===== src/hdl/qfe_pkg.sv =====
// ----------------------------------------------------------------------------
// qfe_pkg: shared types and constants for the quoted field extractor
// Transaction payloads, the result group passed from the parser to the
// output buffer, parse phases and configuration register indexes.
// ----------------------------------------------------------------------------
package qfe_pkg;

  // Special byte values
  localparam logic [7:0] Backslash = 8'h5C;
  localparam logic [7:0] TabByte   = 8'h09;
  localparam logic [7:0] LetterT   = 8'h74;
  localparam logic [7:0] SpaceByte = 8'h20;

  // Register reset values
  localparam logic [7:0] DelimiterReset = 8'd124;
  localparam logic [7:0] QuoteReset     = 8'd34;
  localparam logic       TrimReset      = 1'b1;

  // Most results one source byte can cause
  localparam int unsigned MaxResults = 3;

  typedef enum logic [1:0] {
    CFG_DELIMITER = 2'd0,
    CFG_QUOTE     = 2'd1,
    CFG_FIELD_IDX = 2'd2,
    CFG_TRIM      = 2'd3
  } cfg_reg_e;

  typedef enum logic [1:0] {
    PH_START = 2'd0,
    PH_SKIP  = 2'd1,
    PH_COPY  = 2'd2,
    PH_DONE  = 2'd3
  } phase_e;

  typedef struct packed {
    logic [7:0] char_in;
    logic       last_char;
  } in_item_t;

  typedef struct packed {
    logic [7:0] space_gap;
    logic [7:0] out_char;
    logic       char_valid;
    logic       end_of_string;
    logic       field_found;
  } out_item_t;

  // Results of one source byte, item[0] delivered first
  typedef struct packed {
    logic [1:0]                 count;
    out_item_t [MaxResults-1:0] item;
  } rslt_group_t;

  function automatic rslt_group_t push_result(input rslt_group_t grp,
                                              input out_item_t   it);
    rslt_group_t g;
    g = grp;
    if (g.count < 2'(MaxResults)) begin
      g.item[g.count] = it;
      g.count         = g.count + 2'd1;
    end
    return g;
  endfunction

endpackage


===== src/hdl/qfe_cfg_regs.sv =====
// ----------------------------------------------------------------------------
// qfe_cfg_regs: configuration register file
// Four write-only registers loaded from the configuration channel.
// ----------------------------------------------------------------------------
module qfe_cfg_regs #(
  parameter int unsigned FIELD_INDEX_BITS = 8,
  parameter int unsigned CFG_DATA_BITS    = 8
) (
  input  logic                        clk_i,
  input  logic                        rst_ni,
  input  logic                        wr_en_i,
  input  qfe_pkg::cfg_reg_e           wr_idx_i,
  input  logic [CFG_DATA_BITS-1:0]    wr_data_i,
  output logic [7:0]                  delim_o,
  output logic [7:0]                  quote_o,
  output logic [FIELD_INDEX_BITS-1:0] field_idx_o,
  output logic                        trim_o
);
  import qfe_pkg::*;

  logic [7:0]                  delim_q, quote_q;
  logic [FIELD_INDEX_BITS-1:0] field_idx_q;
  logic                        trim_q;

  always_ff @(posedge clk_i or negedge rst_ni) begin
    if (!rst_ni) begin
      delim_q     <= DelimiterReset;
      quote_q     <= QuoteReset;
      field_idx_q <= '0;
      trim_q      <= TrimReset;
    end else if (wr_en_i) begin
      unique case (wr_idx_i)
        CFG_DELIMITER: delim_q     <= wr_data_i[7:0];
        CFG_QUOTE:     quote_q     <= wr_data_i[7:0];
        CFG_FIELD_IDX: field_idx_q <= wr_data_i[FIELD_INDEX_BITS-1:0];
        CFG_TRIM:      trim_q      <= wr_data_i[0];
        default:       ;
      endcase
    end
  end

  assign delim_o     = delim_q;
  assign quote_o     = quote_q;
  assign field_idx_o = field_idx_q;
  assign trim_o      = trim_q;

endmodule


===== src/hdl/qfe_parse.sv =====
// ----------------------------------------------------------------------------
// qfe_parse: per-byte field parser
// Holds the string scan state and, for one source byte, works out the next
// state and the group of results (up to three) that the byte causes.
// ----------------------------------------------------------------------------
module qfe_parse #(
  parameter int unsigned FIELD_INDEX_BITS = 8,
  parameter int unsigned SPACE_COUNT_BITS = 8
) (
  input  logic                        clk_i,
  input  logic                        rst_ni,
  input  logic                        advance_i,
  input  qfe_pkg::in_item_t           item_i,
  input  logic [7:0]                  delim_i,
  input  logic [7:0]                  quote_i,
  input  logic [FIELD_INDEX_BITS-1:0] field_idx_i,
  input  logic                        trim_i,
  output qfe_pkg::rslt_group_t        group_o
);
  import qfe_pkg::*;

  localparam logic [SPACE_COUNT_BITS-1:0] HeldMax = {SPACE_COUNT_BITS{1'b1}};

  typedef struct packed {
    logic                        emit;
    logic [7:0]                  gap;
    logic [7:0]                  ch;
    logic [SPACE_COUNT_BITS-1:0] held;
    logic                        started;
  } content_t;

  typedef struct packed {
    content_t c;
    logic     inq;
    logic     done;
  } plain_t;

  // Field content byte: trimming holds spaces back and reports them as a gap
  function automatic content_t content_f(input logic [7:0]                  b,
                                         input logic [SPACE_COUNT_BITS-1:0] held,
                                         input logic                        started,
                                         input logic                        trim);
    content_t r;
    r.emit    = 1'b0;
    r.gap     = '0;
    r.ch      = b;
    r.held    = held;
    r.started = started;
    if (!trim) begin
      r.emit = 1'b1;
    end else if (b == SpaceByte) begin
      if (started && (held != HeldMax)) r.held = held + SPACE_COUNT_BITS'(1);
    end else begin
      r.emit    = 1'b1;
      r.gap     = (32'(held) > 32'd255) ? 8'hFF : 8'(held);
      r.held    = '0;
      r.started = 1'b1;
    end
    return r;
  endfunction

  // Unescaped byte inside the field: quote toggles, delimiter ends the field
  function automatic plain_t plain_f(input logic [7:0]                  b,
                                     input logic [SPACE_COUNT_BITS-1:0] held,
                                     input logic                        started,
                                     input logic                        inq,
                                     input logic [7:0]                  d,
                                     input logic [7:0]                  quote,
                                     input logic                        trim);
    plain_t r;
    r.c      = '{emit: 1'b0, gap: 8'd0, ch: b, held: held, started: started};
    r.inq    = inq;
    r.done   = 1'b0;
    if (b == quote) begin
      r.inq = ~inq;
    end else if ((b == d) && !inq) begin
      r.done   = 1'b1;
      r.c.held = '0;
    end else begin
      r.c = content_f(b, held, started, trim);
    end
    return r;
  endfunction

  phase_e                      phase_q, phase_d;
  logic [FIELD_INDEX_BITS-1:0] dseen_q, dseen_d;
  logic                        inq_q, inq_d;
  logic                        esc_q, esc_d;
  logic [SPACE_COUNT_BITS-1:0] held_q, held_d;
  logic                        started_q, started_d;

  logic [7:0]  eff_delim;
  logic [7:0]  b;
  logic        go;
  logic        found;
  content_t    cres;
  plain_t      pres;
  rslt_group_t grp;

  always_comb begin
    eff_delim = (delim_i == LetterT) ? TabByte : delim_i;
    b         = item_i.char_in;
    phase_d   = phase_q;
    dseen_d   = dseen_q;
    inq_d     = inq_q;
    esc_d     = esc_q;
    held_d    = held_q;
    started_d = started_q;
    go        = 1'b0;
    found     = 1'b0;
    cres      = '0;
    pres      = '0;
    grp       = '0;

    // Skip or copy is chosen at the first byte of a string
    if (phase_d == PH_START) begin
      if (eff_delim == 8'd0)              phase_d = PH_SKIP;
      else if (field_idx_i == '0)         phase_d = PH_COPY;
      else                                phase_d = PH_SKIP;
    end

    if (phase_d == PH_SKIP) begin
      if (esc_d) begin
        esc_d = 1'b0;
      end else if (b == Backslash) begin
        esc_d = 1'b1;
      end else if (b == quote_i) begin
        inq_d = ~inq_d;
      end else if (!inq_d && (eff_delim != 8'd0) && (b == eff_delim)) begin
        dseen_d = dseen_d + FIELD_INDEX_BITS'(1);
        if (dseen_d == field_idx_i) begin
          phase_d = PH_COPY;
          inq_d   = 1'b0;
          esc_d   = 1'b0;
        end
      end
    end else if (phase_d == PH_COPY) begin
      go = 1'b1;
      if (esc_d) begin
        esc_d = 1'b0;
        if (b == eff_delim) begin
          // escaped delimiter is field content
          cres      = content_f(b, held_d, started_d, trim_i);
          held_d    = cres.held;
          started_d = cres.started;
          if (cres.emit) begin
            grp = push_result(grp, '{space_gap: cres.gap, out_char: cres.ch,
                                     char_valid: 1'b1, end_of_string: 1'b0,
                                     field_found: 1'b0});
          end
          go = 1'b0;
        end else begin
          // the held backslash goes through as an ordinary byte first
          pres      = plain_f(Backslash, held_d, started_d, inq_d, eff_delim,
                              quote_i, trim_i);
          held_d    = pres.c.held;
          started_d = pres.c.started;
          inq_d     = pres.inq;
          if (pres.done) begin
            phase_d = PH_DONE;
            go      = 1'b0;
          end
          if (pres.c.emit) begin
            grp = push_result(grp, '{space_gap: pres.c.gap, out_char: pres.c.ch,
                                     char_valid: 1'b1, end_of_string: 1'b0,
                                     field_found: 1'b0});
          end
        end
      end
      if (go) begin
        if (b == Backslash) begin
          esc_d = 1'b1;
        end else begin
          pres      = plain_f(b, held_d, started_d, inq_d, eff_delim, quote_i, trim_i);
          held_d    = pres.c.held;
          started_d = pres.c.started;
          inq_d     = pres.inq;
          if (pres.done) phase_d = PH_DONE;
          if (pres.c.emit) begin
            grp = push_result(grp, '{space_gap: pres.c.gap, out_char: pres.c.ch,
                                     char_valid: 1'b1, end_of_string: 1'b0,
                                     field_found: 1'b0});
          end
        end
      end
    end

    if (item_i.last_char) begin
      // a backslash on the last byte is an ordinary byte
      if ((phase_d == PH_COPY) && esc_d) begin
        esc_d     = 1'b0;
        pres      = plain_f(Backslash, held_d, started_d, inq_d, eff_delim,
                            quote_i, trim_i);
        held_d    = pres.c.held;
        started_d = pres.c.started;
        inq_d     = pres.inq;
        if (pres.done) phase_d = PH_DONE;
        if (pres.c.emit) begin
          grp = push_result(grp, '{space_gap: pres.c.gap, out_char: pres.c.ch,
                                   char_valid: 1'b1, end_of_string: 1'b0,
                                   field_found: 1'b0});
        end
      end
      found = (eff_delim != 8'd0) && ((phase_d == PH_COPY) || (phase_d == PH_DONE));
      grp = push_result(grp, '{space_gap: 8'd0, out_char: 8'd0, char_valid: 1'b0,
                               end_of_string: 1'b1, field_found: found});
      phase_d   = PH_START;
      dseen_d   = '0;
      inq_d     = 1'b0;
      esc_d     = 1'b0;
      held_d    = '0;
      started_d = 1'b0;
    end
  end

  always_ff @(posedge clk_i or negedge rst_ni) begin
    if (!rst_ni) begin
      phase_q   <= PH_START;
      dseen_q   <= '0;
      inq_q     <= 1'b0;
      esc_q     <= 1'b0;
      held_q    <= '0;
      started_q <= 1'b0;
    end else if (advance_i) begin
      phase_q   <= phase_d;
      dseen_q   <= dseen_d;
      inq_q     <= inq_d;
      esc_q     <= esc_d;
      held_q    <= held_d;
      started_q <= started_d;
    end
  end

  assign group_o = grp;

endmodule


===== src/hdl/qfe_result_buf.sv =====
// ----------------------------------------------------------------------------
// qfe_result_buf: result group register and output drain
// Holds the results of one source byte and hands them out one per
// transaction. Reports free when a new group can load this cycle.
// ----------------------------------------------------------------------------
module qfe_result_buf (
  input  logic                 clk_i,
  input  logic                 rst_ni,
  input  logic                 load_i,
  input  qfe_pkg::rslt_group_t group_i,
  output logic                 free_o,
  output logic                 out_valid_o,
  input  logic                 out_stall_i,
  output qfe_pkg::out_item_t   out_item_o
);
  import qfe_pkg::*;

  out_item_t [MaxResults-1:0] items_q;
  logic [1:0]                 rem_q;
  logic [1:0]                 head_q;
  logic                       pop;

  assign out_valid_o = (rem_q != 2'd0);
  assign out_item_o  = items_q[head_q];
  assign pop         = out_valid_o && !out_stall_i;
  assign free_o      = (rem_q == 2'd0) || ((rem_q == 2'd1) && pop);

  always_ff @(posedge clk_i or negedge rst_ni) begin
    if (!rst_ni) begin
      rem_q  <= 2'd0;
      head_q <= 2'd0;
    end else if (load_i) begin
      rem_q  <= group_i.count;
      head_q <= 2'd0;
    end else if (pop) begin
      rem_q  <= rem_q - 2'd1;
      head_q <= head_q + 2'd1;
    end
  end

  always_ff @(posedge clk_i) begin
    if (load_i) items_q <= group_i.item;
  end

endmodule


===== src/hdl/quoted_field_extract.sv =====
// ----------------------------------------------------------------------------
// quoted_field_extract: streaming extraction of one delimited field
// Scans a byte stream, one byte per input transaction, and emits the bytes
// of the selected field with quote, escape and space-trim handling.
// ----------------------------------------------------------------------------
// Usage:
//   Input channel (in_valid_i / in_stall_o / in_item_i): one source byte per
//   transaction, last_char set on the final byte of a string.
//   Output channel (out_valid_o / out_stall_i / out_item_o): field bytes
//   (char_valid = 1, with a space_gap count of deferred spaces under trim),
//   and one end-of-string transaction carrying field_found per string.
//   Configuration channel (cfg_valid_i / cfg_ready_o): always ready; write
//   only while the block is idle. Index 0 delimiter ('t' means tab),
//   1 quote byte, 2 field index, 3 trim enable.
// Timing:
//   A byte is captured into an input register, parsed there by the parser and
//   its results (zero to three) land in the result register when it is free.
//   One byte is taken every cycle as long as each byte gives at most one
//   result and out_stall_i stays low; a byte with more results holds the
//   input while the result register drains them, one per unstalled cycle.
// Reset: registers return to their defaults and the scan state to the start
//   of a string; no results are pending.
// Stall: out_stall_i holds the current result; an empty input register still
//   takes one more byte, then in_stall_o rises until the results drain.
// ----------------------------------------------------------------------------
module quoted_field_extract #(
  parameter int unsigned FIELD_INDEX_BITS = 8,
  parameter int unsigned SPACE_COUNT_BITS = 8,
  localparam int unsigned CfgDataBits = (FIELD_INDEX_BITS > 8) ? FIELD_INDEX_BITS : 8
) (
  input  logic                   clk_i,
  input  logic                   rst_ni,
  // source bytes
  input  logic                   in_valid_i,
  output logic                   in_stall_o,
  input  qfe_pkg::in_item_t      in_item_i,
  // field bytes and end results
  output logic                   out_valid_o,
  input  logic                   out_stall_i,
  output qfe_pkg::out_item_t     out_item_o,
  // configuration writes
  input  logic                   cfg_valid_i,
  output logic                   cfg_ready_o,
  input  qfe_pkg::cfg_reg_e      cfg_index_i,
  input  logic [CfgDataBits-1:0] cfg_data_i
);
  import qfe_pkg::*;

  logic [7:0]                  delim;
  logic [7:0]                  quote;
  logic [FIELD_INDEX_BITS-1:0] field_idx;
  logic                        trim;

  in_item_t    in_q;
  logic        in_valid_q;
  logic        buf_free;
  logic        advance;
  logic        in_take;
  rslt_group_t group;

  assign cfg_ready_o = 1'b1;

  // The parser moves the held byte on whenever the result register frees up
  assign advance    = in_valid_q && buf_free;
  assign in_stall_o = in_valid_q && !buf_free;
  assign in_take    = in_valid_i && !in_stall_o;

  always_ff @(posedge clk_i or negedge rst_ni) begin
    if (!rst_ni) begin
      in_valid_q <= 1'b0;
    end else if (in_take) begin
      in_valid_q <= 1'b1;
    end else if (advance) begin
      in_valid_q <= 1'b0;
    end
  end

  always_ff @(posedge clk_i) begin
    if (in_take) in_q <= in_item_i;
  end

  qfe_cfg_regs #(
    .FIELD_INDEX_BITS(FIELD_INDEX_BITS),
    .CFG_DATA_BITS   (CfgDataBits)
  ) u_cfg (
    .clk_i      (clk_i),
    .rst_ni     (rst_ni),
    .wr_en_i    (cfg_valid_i && cfg_ready_o),
    .wr_idx_i   (cfg_index_i),
    .wr_data_i  (cfg_data_i),
    .delim_o    (delim),
    .quote_o    (quote),
    .field_idx_o(field_idx),
    .trim_o     (trim)
  );

  qfe_parse #(
    .FIELD_INDEX_BITS(FIELD_INDEX_BITS),
    .SPACE_COUNT_BITS(SPACE_COUNT_BITS)
  ) u_parse (
    .clk_i      (clk_i),
    .rst_ni     (rst_ni),
    .advance_i  (advance),
    .item_i     (in_q),
    .delim_i    (delim),
    .quote_i    (quote),
    .field_idx_i(field_idx),
    .trim_i     (trim),
    .group_o    (group)
  );

  qfe_result_buf u_rbuf (
    .clk_i      (clk_i),
    .rst_ni     (rst_ni),
    .load_i     (advance),
    .group_i    (group),
    .free_o     (buf_free),
    .out_valid_o(out_valid_o),
    .out_stall_i(out_stall_i),
    .out_item_o (out_item_o)
  );

endmodule


===== config.mk =====
export PLATFORM = sky130hd
export DESIGN_NAME = quoted_field_extract
export DESIGN_NICKNAME = d
export VERILOG_FILES = /design/src/hdl/qfe_pkg.sv /design/src/hdl/qfe_cfg_regs.sv /design/src/hdl/qfe_parse.sv /design/src/hdl/qfe_result_buf.sv /design/src/hdl/quoted_field_extract.sv
export SDC_FILE = /design/constraint.sdc
export NUM_CORES = 1
export LEC_CHECK = 0
export BUFFER_PORTS_ARGS = -buffer_cell sky130_fd_sc_hd__buf_4
export CORE_MARGIN = 8
export CORE_UTILIZATION = 45
export DETAILED_ROUTE_END_ITERATION = 10
export PLACE_DENSITY_LB_ADDON = 0.2
export SYNTH_ARGS = -nofsm -noshare
export SYNTH_HDL_FRONTEND = slang
export SYNTH_SLANG_ARGS = --single-unit
export TNS_END_PERCENT = 50

===== constraint.sdc =====
create_clock -name clk_i -period 8.4 [get_ports clk_i]
set_clock_uncertainty 0.1 [all_clocks]
set_input_delay 0.84 -clock clk_i [delete_from_list [all_inputs] [get_ports clk_i]]
set_output_delay 0.84 -clock clk_i [all_outputs]
set_load 0.05 [all_outputs]

* Yosys cells after proc, flatten, opt, wreduce, memory -nomap -nowiden *
Cells that the tools add are included.

storage, ports and cells
  output and inout bits = 22
  word-level logic and storage cells = 280
  memories = 0
  flip-flop bits (word level) = 117
  ROM bits = 0
  memory bits (writable) = 0
  bits in latches = 0

operators by class
  $lt $le $gt $ge = 10
  eq/ne operators = 22
  div/mod/pow operators = 0
  shifts and indexed selects = 0
  $mul = 0
  add/sub/neg operators = 8
  multiplexer cells = 167
  bitwise operators = 2
  reductions and logical operators = 41

operator list
  operator                                                                      count
  59-bit 2-to-1 mux                                                             16
  26-bit 2-to-1 mux                                                             13
  8-bit 2-to-1 mux                                                              27
  57-bit bitwise mux                                                            3
  58-bit 2-to-1 mux                                                             2
  19-bit demux with 2-bit select                                                3
  19-bit 2-to-1 mux                                                             4
  1-bit 2-to-1 mux                                                              65
  9-bit 2-to-1 mux                                                              6
  17-bit 2-to-1 mux                                                             3
  2-bit 2-to-1 mux                                                              24
  19-bit binary-select mux with 2-bit select                                    1
  8-bit by 1-bit adder with 8-bit output, second input constant                 3
  8-bit equality test                                                           3
  1-bit logical AND                                                             17
  7-bit by 8-bit equality test with 1-bit output, first input constant          2
  8-bit by 7-bit equality test with 1-bit output, second input constant         2
  8-bit logical NOT                                                             2
  8-bit inequality test, second input constant                                  2
  2-bit equality test, second input constant                                    6
  2-bit by 3-bit less-than comparator with 1-bit output, second input constant  4
  2-bit nonzero test                                                            5
  2-bit by 1-bit adder with 2-bit output, second input constant                 4
  8-bit by 6-bit equality test with 1-bit output, second input constant         1
  12 further kinds                                                              32

* Depth between registers and ports, before layout *
Gate-level depths: netlist of run 1.

  word-level depth = 49
  depth in mapped cells = 16

* Cells and area by module *
From an unflattened synthesis of run 1, not the netlist that was laid out.

second synthesis, totals
  cells, all modules = 716
  area, all modules = 7310.8 sq um

by module, submodules not included
  module                area an instance (sq um)  seq. area each (sq um)  instances  cells an instance
  qfe_parse             3628.5                    525.5                   1          516
  qfe_result_buf        2373.5                    1811.7                  1          129
  qfe_cfg_regs          963.4                     635.6                   1          54
  quoted_field_extract  345.3                     295.3                   1          17

* Least setup slack after synthesis of run 1 *
Ideal clock, no wire load.

  path type = flip-flop to flip-flop
  start point = reg u_cfg.delim_q[6] (netlist: u_cfg.delim_o[6])
  end point = reg u_rbuf.items_q[16] (netlist bit) (data pin)
  clock period less this slack = 3.606 ns
  arrival = 3.246 ns
  setup slack = 4.794 ns
  cell stages (with the launch flop) = 13
  library setup time = 0.259 ns
  path through = dfstp_2 > xnor2_1 > nand3_1 > or4_4 > buf_6 > a211oi_4 > mux2i_1 > ha_1 > nand3_1 > o22a_1 > a21o_1 > a311oi_1 > o21ai_1

RTL lines
  what                      RTL line              text
  start: declaration        qfe_cfg_regs.sv:21    logic [7:0] delim_q, quote_q;
  start signal: assignment  qfe_cfg_regs.sv:27    delim_q <= DelimiterReset;
  start signal: assignment  qfe_cfg_regs.sv:33    CFG_DELIMITER: delim_q <= wr_data_i[7:0];
  end signal: assignment    qfe_result_buf.sv:42  if (load_i) items_q <= group_i.item;
  end: declaration          qfe_result_buf.sv:18  out_item_t [MaxResults-1:0] items_q;

==> flow_metrics.py, run 1 <==
metrics = {
    "setup_path": {
        "crit_type": "reg2reg",
        "r2r-end": "u_rbuf.items_q[6]$_DFFE_PP_",
        "ff2ff_path_depth": 12,
        "cp-end-kind": "register",
        "cp_max_fo": 11,
        "worstSetupStartpointType": "register",
        "arrival_ns": 4.71,
        "r2r_slack_ns": 3.80,
        "reg2reg_from": "u_cfg.delim_o[6]$_DFFE_PN1P_",
        "required_ns": 8.51,
    },
    "layout": {
        "fillCellCount": 1321,
        "drive_above_1_share": 0.159,
        "area_growth_pct": 13.1,
        "layoutNonFillerInstCount": 903,
        "nets": 745,
        "diodes": 0,
        "layout_common_cells": "81 x nand2_1, 58 x o21ai_0, 58 x edfxtp_1",
        "layout_commonest_cell": "nand2_1",
    },
    "power_and_ir_drop": {
        "p_per_area_mw_per_mm2": 305,
        "leakage_uw": 0.00277,
        "ir_drop_mv": 0.116,
    },
    "sta": {
        "drv_slew": 0,
        "tightest_slew_ns": 1.16,
        "tns_ns": 0,
        "setup_viol": 0,
        "post-route-period-util": 0.547,
        "rsz0062_at_grt": "false",
        "hold_violations": 0,
        "relSlewSlack": 0.228,
        "max_freq_mhz": 218,
        "min_period_ns": 4.60,
        "worst_slack_ns": 3.80,
    },
    "place": {
        "io_buffers": 44,
        "hpwl_microns": 12000,
        "dp.cells": 887,
        "dp_slack_ns": 3.93,
        "place_congestion": 0.979,
    },
    "cts": {
        "htreeDepth": 3,
        "clk_pin_slew_worst_paths_ns": 0.08,
        "cts_root_buf": "clkbuf_16",
        "cts_made_buffers": 9,
        "cts.sinks": 109,
        "ctsResizeCount": 0,
        "clk_latency_ns": 0.36,
        "max-clock-path-buffers": 2,
        "hold_buffers": 0,
        "cts_tree": "done",
        "post-cts-setup-buffers": 0,
    },
    "synth": {
        "yosysUniqueCellTypes": 76,
        "yosysWarnings": 0,
        "ys_ff_latch": 109,
        "syn_area_sq_mm": 0.00647,
        "synth_ff_type": "edfxtp_1",
        "synthArstFlopShare": 0.468,
        "ys_seq_area_frac": 0.468,
        "synthCells": 669,
        "avgSynthCellArea_sq_um": 9.68,
        "synth-edff-count": 58,
    },
    "global_routing": {
        "grt_use_total": 0.187,
        "grt_pass1_wl_microns": 27500,
        "first_global_vias": 5263,
        "grt_max_degree": 59,
        "top_usage_layer": "met2",
        "antenna_found_initial": 0,
        "grtUsageMet1": 0.248,
        "grt_overflow": 0,
        "grt_use_met2": 0.296,
        "gr-usage-met3": 0.0436,
    },
    "flow_run": {
        "maxCapViolations": 0,
    },
    "drt": {
        "wirelength_microns": 16700,
        "first_pass_iters": 6,
        "vias_per_cell": 5.92,
        "drt_iter0_markers": 388,
        "num_vias": 5343,
        "drc_errors": 0,
        "post_drt_wl_per_cell_microns": 18.5,
        "ant_nets": 0,
    },
    "die": {
        "initial_core_util": 0.452,
        "dieArea_sq_mm": 0.0185,
        "die_h_microns": 136,
        "rows": 44,
        "ios": 46,
        "coreArea_sq_mm": 0.0143,
        "die_x_microns": 136,
    },
    "run_status": {
        "status": "finished clean",
    },
    "min_path": {
        "hold_class": "in2async",
    },
}
==> per-stage QoR <==
step                instance area [sq um]  hold slack [ns]  power [uW]   util
CTS                                  7320            0.440        2250  0.512
floorplan                            6530            0.382        1510      -
global route                         7320            0.477        2360  0.512
finish                               7320            0.420        2230  0.512
global placement                     7000            0.408        1760  0.489
detailed placement                   7000            0.425        1780  0.489
==> metal layers <==
layer	vias to the layer above	routed length, microns
met5	-	0
met4	0	263
met3	22	1090
met2	189	7780
met1	2565	7550
li1	2567	-
==> cells by family after synthesis <==
logic type	after synthesis	share of synthesized area
AOI/OAI and AO/OA	183	0.184
xor gates and xnor gates	31	0.0419
muxes	44	0.0727
other	2	0.00116
DFF	109	0.468
buffers and inverters	53	0.0327
and+or+nand+nor	240	0.186
adders and majority gates	7	0.0135
==> synthesized netlist by cell type (4+ instances only) <==
cell type	count	area, sq um
nand2_1	81	304
edfxtp_1	58	1740
o21ai_0	58	290
dfrtp_1	43	1080
a21oi_1	39	195
nor2_1	38	143
nand3_1	30	150
clkbuf_1	25	93.8
mux2_2	24	270
inv_1	22	82.6
mux2i_1	20	200
nor3_1	17	85.1
xnor2_1	17	149
and3_1	14	87.6
xor2_1	14	123
nand4_1	13	81.3
a22o_1	9	78.8
a31oi_1	9	56.3
dfstp_2	8	210
and2_1	7	43.8
ha_1	7	87.6
nor4_1	7	43.8
o31ai_1	7	52.6
a22oi_1	6	45.0
nand2b_1	6	37.5
a21o_1	5	37.5
nor2b_1	5	31.3
nor3b_1	4	30.0
o211ai_1	4	30.0
o22ai_1	4	25.0
==> critical path: stages (launching register included) <==
cell	delay [ns]
dfstp_2	0.60
and3_4	0.21
nand2_1	0.05
o2111ai_1	0.64
a21oi_2	0.22
nor3_1	0.44
o21ai_0	0.26
ha_1	0.39
o211ai_1	0.10
a31oi_1	0.72
a21boi_0	0.41
o21ai_0	0.17
nand2_1	0.13
==> report_power, final <==
part / switching, uW / internal, uW / total, uW
logic: 586 / 270 / 856
clock network: 203 / 264 / 467
registers: 140 / 768 / 908
==> sequential cells by signal (all words and copies together) (netlist names) <==
name / cells
u_parse.phase_q: 2
u_rbuf.rem_q: 2
u_parse.dseen_q: 8
in_q: 9
u_parse.started_q: 1
u_cfg.trim_o: 1
u_parse.esc_q: 1
u_rbuf.items_q: 49
u_cfg.quote_o: 8
in_valid_q: 1
u_parse.held_q: 8
u_cfg.field_idx_o: 8
u_rbuf.head_q: 2
u_cfg.delim_o: 8
u_parse.inq_q: 1
==> how the worst max path moves through the flow <==
stage / startpoint / end / slack [ns] / cells past startpoint
6_report: u_cfg.delim_o[6]$_DFFE_PN1P_ / u_rbuf.items_q[6]$_DFFE_PP_ / 3.80 / 12
3_5_place_dp: u_cfg.delim_o[6]$_DFFE_PN1P_ / u_rbuf.items_q[6]$_DFFE_PP_ / 3.93 / 12
5_1_grt: u_cfg.delim_o[7]$_DFFE_PN0P_ / u_rbuf.items_q[6]$_DFFE_PP_ / 3.41 / 12
4_1_cts: u_cfg.delim_o[6]$_DFFE_PN1P_ / u_rbuf.items_q[6]$_DFFE_PP_ / 3.90 / 12
2_1_floorplan: u_cfg.delim_o[6]$_DFFE_PN1P_ / u_rbuf.items_q[16]$_DFFE_PP_ / 4.79 / 12
3_3_place_gp: u_cfg.delim_o[6]$_DFFE_PN1P_ / u_rbuf.items_q[5]$_DFFE_PP_ / 3.99 / 12
==> layout make-up <==
cell class / instances / area, sq um / share of cell area
Multi-Input combinational cell: 523 / 3290 / 0.450
Tap cell: 184 / 230 / 0.0314
Inverter: 23 / 86.3 / 0.0118
Sequential cell: 109 / 3030 / 0.413
Timing Repair Buffer: 48 / 360 / 0.0492
Clock inverter: 6 / 95.1 / 0.0130
Clock buffer: 10 / 229 / 0.0313
No activity file was read; power rests on OpenSTA's default activity.
==> run 2, diff against run 1 <==
==> constraint.sdc (replaced) <==
create_clock -name clk_i -period 4 [get_ports clk_i]
set_clock_uncertainty 0.1 [all_clocks]
set_input_delay 0.4 -clock clk_i [delete_from_list [all_inputs] [get_ports clk_i]]
set_output_delay 0.4 -clock clk_i [all_outputs]
set_load 0.05 [all_outputs]
==> run 2 against run 1 <==
Compared with the run above: the flow now finishes with violations (negative hold slack); clock power rose by 110%; via count rose by 2.9%; fmax rose by 21%; non-clock buffer count rose by 26; utilization rose by 1.5 points; hold slack got worse by 0.44 ns; die area did not move; global-route usage rose by 0.15 points.
==> flow_metrics.py, run 2 (synthesis gave the netlist of run 1 again) <==
metrics = {
    "layout": {
        "area_growth_pct": 16.4,
        "fin_util": 0.526,
        "layout.area.seq_sq_mm": 0.00303,
        "fillCellCount": 1280,
        "multi_input_area_sq_mm": 0.00330,
        "reg.largest.list": "u_rbuf.items_q: 49 flops, in_q: 9 flops",
        "largest_reg_flops": 49,
        "diodes": 0,
        "nets": 771,
        "layout_commonest_cell": "nand2_1",
        "layout_common_cells": "81 x nand2_1, 72 x buf_4, 58 x edfxtp_1",
        "drive_above_1_share": 0.189,
        "regMostFlops": "u_rbuf.items_q",
    },
    "setup_path": {
        "cp_max_fo": 7,
        "cp-end-kind": "register",
        "worst_path_dominant_cell_family": "simple AND/OR/NAND/NOR gates",
        "arrival_ns": 3.81,
        "cp_slowest_cell": "edfxtp_1",
        "crit_type": "reg2reg",
        "r2r_slack_ns": 0.19,
        "required_ns": 4.00,
        "crit_chain": "nor3_1 -> nand4_1 -> nor4_1 -> a21oi_1 -> o32ai_2 -> nand3_1 -> o21bai_1 -> o22ai_1 -> a22oi_1 -> o21ai_0",
        "worstSetupStartpointType": "register",
        "critPathMaxStageDelay_ns": 0.53,
        "worstPathBufferInverterCount": 0,
    },
    "place": {
        "hpwl_microns": 12300,
        "io_buffers": 44,
        "place_congestion": 0.941,
        "dp_slack_ns": 0.124,
    },
    "global_routing": {
        "grtUsageMet1": 0.250,
        "first_global_vias": 5280,
        "grt_use_total": 0.189,
        "grt_use_met2": 0.301,
        "grt_max_degree": 52,
        "grt_pass1_wl_microns": 27800,
        "grt_overflow": 0,
        "antenna_found_initial": 0,
        "gr-usage-met3": 0.0329,
        "top_usage_layer": "met2",
    },
    "drt": {
        "drt_iter0_markers": 530,
        "post_drt_wl_per_cell_microns": 18.4,
        "vias_per_cell": 5.92,
        "first_pass_iters": 7,
        "drc_errors": 0,
        "wirelength_microns": 17100,
        "num_vias": 5499,
        "ant_nets": 0,
    },
    "die": {
        "die_h_microns": 136,
        "dieArea_sq_mm": 0.0185,
        "initial_core_util": 0.452,
        "rows": 44,
        "die_x_microns": 136,
        "ios": 46,
        "coreArea_sq_mm": 0.0143,
    },
    "sta": {
        "post-route-period-util": 0.952,
        "tightest_slew_ns": 0.947,
        "min_period_ns": 3.81,
        "tns_ns": 0,
        "relSlewSlack": 0.368,
        "hold_slack_ns": -0.0244,
        "hold_violations": 19,
        "max_freq_mhz": 263,
        "worst_slack_ns": 0.191,
        "setup_viol": 0,
        "drv_slew": 0,
    },
    "cts": {
        "cts_tree": "done",
        "cts_made_buffers": 9,
        "clk_latency_ns": 0.36,
        "cts.sinks": 109,
        "cts_root_buf": "clkbuf_16",
        "clk_pin_slew_worst_paths_ns": 0.07,
        "hold_buffers": 0,
        "max-clock-path-buffers": 2,
        "htreeDepth": 3,
    },
    "run_status": {
        "status": "finished with violations",
        "violations": "negative hold slack",
    },
    "min_path": {
        "hold_class": "in2async",
    },
    "flow_run": {
        "maxCapViolations": 0,
    },
    "power_and_ir_drop": {
        "p_per_area_mw_per_mm2": 631,
        "ir_drop_mv": 0.297,
        "leakage_uw": 0.00290,
    },
}
==> run 2: changes by cell type in the layout (fill, tap and decap cells not counted), sizes merged <==
cell,previous run,this run
inv,24,25
clkinvlp,0,1
buf,48,74
clkinv,3,1
==> run 2: repair_timing <==
| item | 4_1_cts | 5_1_grt |
|---|---|---|
| resized for setup | 0 | 3 |
| buffers inserted | 0 | 3 |
| setup endpoints to repair | 0 | 20 |
==> run 2: per-stage QoR <==
| step | instance area [sq um] | total power [uW] | instances |
|---|---|---|---|
| final | 7530 | 4750 | 929 |
| after global routing | 7530 | 5020 | 929 |
| after CTS | 7500 | 4790 | 925 |
| after detailed placement | 7180 | 3810 | 909 |
| after global placement | 7180 | 3750 | 909 |
| after floorplan | 6530 | 3170 | 685 |
==> run 2: report_power, final <==
part,switching [uW],internal [uW],total [uW]
logic,1270,614,1880
registers,279,1600,1880
clock network,428,556,984
==> run 2: layout make-up <==
type,instances,area share
tap,184,0.0306
clock inverter,6,0.0125
multi-input combinational,523,0.438
clock buffer,10,0.0304
sequential,109,0.402
inverter,23,0.0115
timing repair buffer,74,0.0751
==> run 2: worst paths after layout <==
check,startpoint,to,cells after the start
min reg2reg,u_parse.dseen_q[7]$_DFFE_PN0P_,u_parse.dseen_q[7]$_DFFE_PN0P_,2
min in group clk_i,in_item_i[3],in_q[3]$_DFFE_PP_,1
max,in_q[1]$_DFFE_PP_,u_rbuf.items_q[12]$_DFFE_PP_,10
min,rst_ni,u_parse.held_q[0]$_DFFE_PN0P_,1
max reg2reg,in_q[1]$_DFFE_PP_,u_rbuf.items_q[12]$_DFFE_PP_,10
max in group asynchronous,rst_ni,u_cfg.field_idx_o[3]$_DFFE_PN0P_,1
==> run 2: layer usage <==
metal	up-vias	part of all wire
met1	2637	0.45
met5	-	0
met4	0	0.020
met2	205	0.47
li1	2623	-
met3	34	0.060
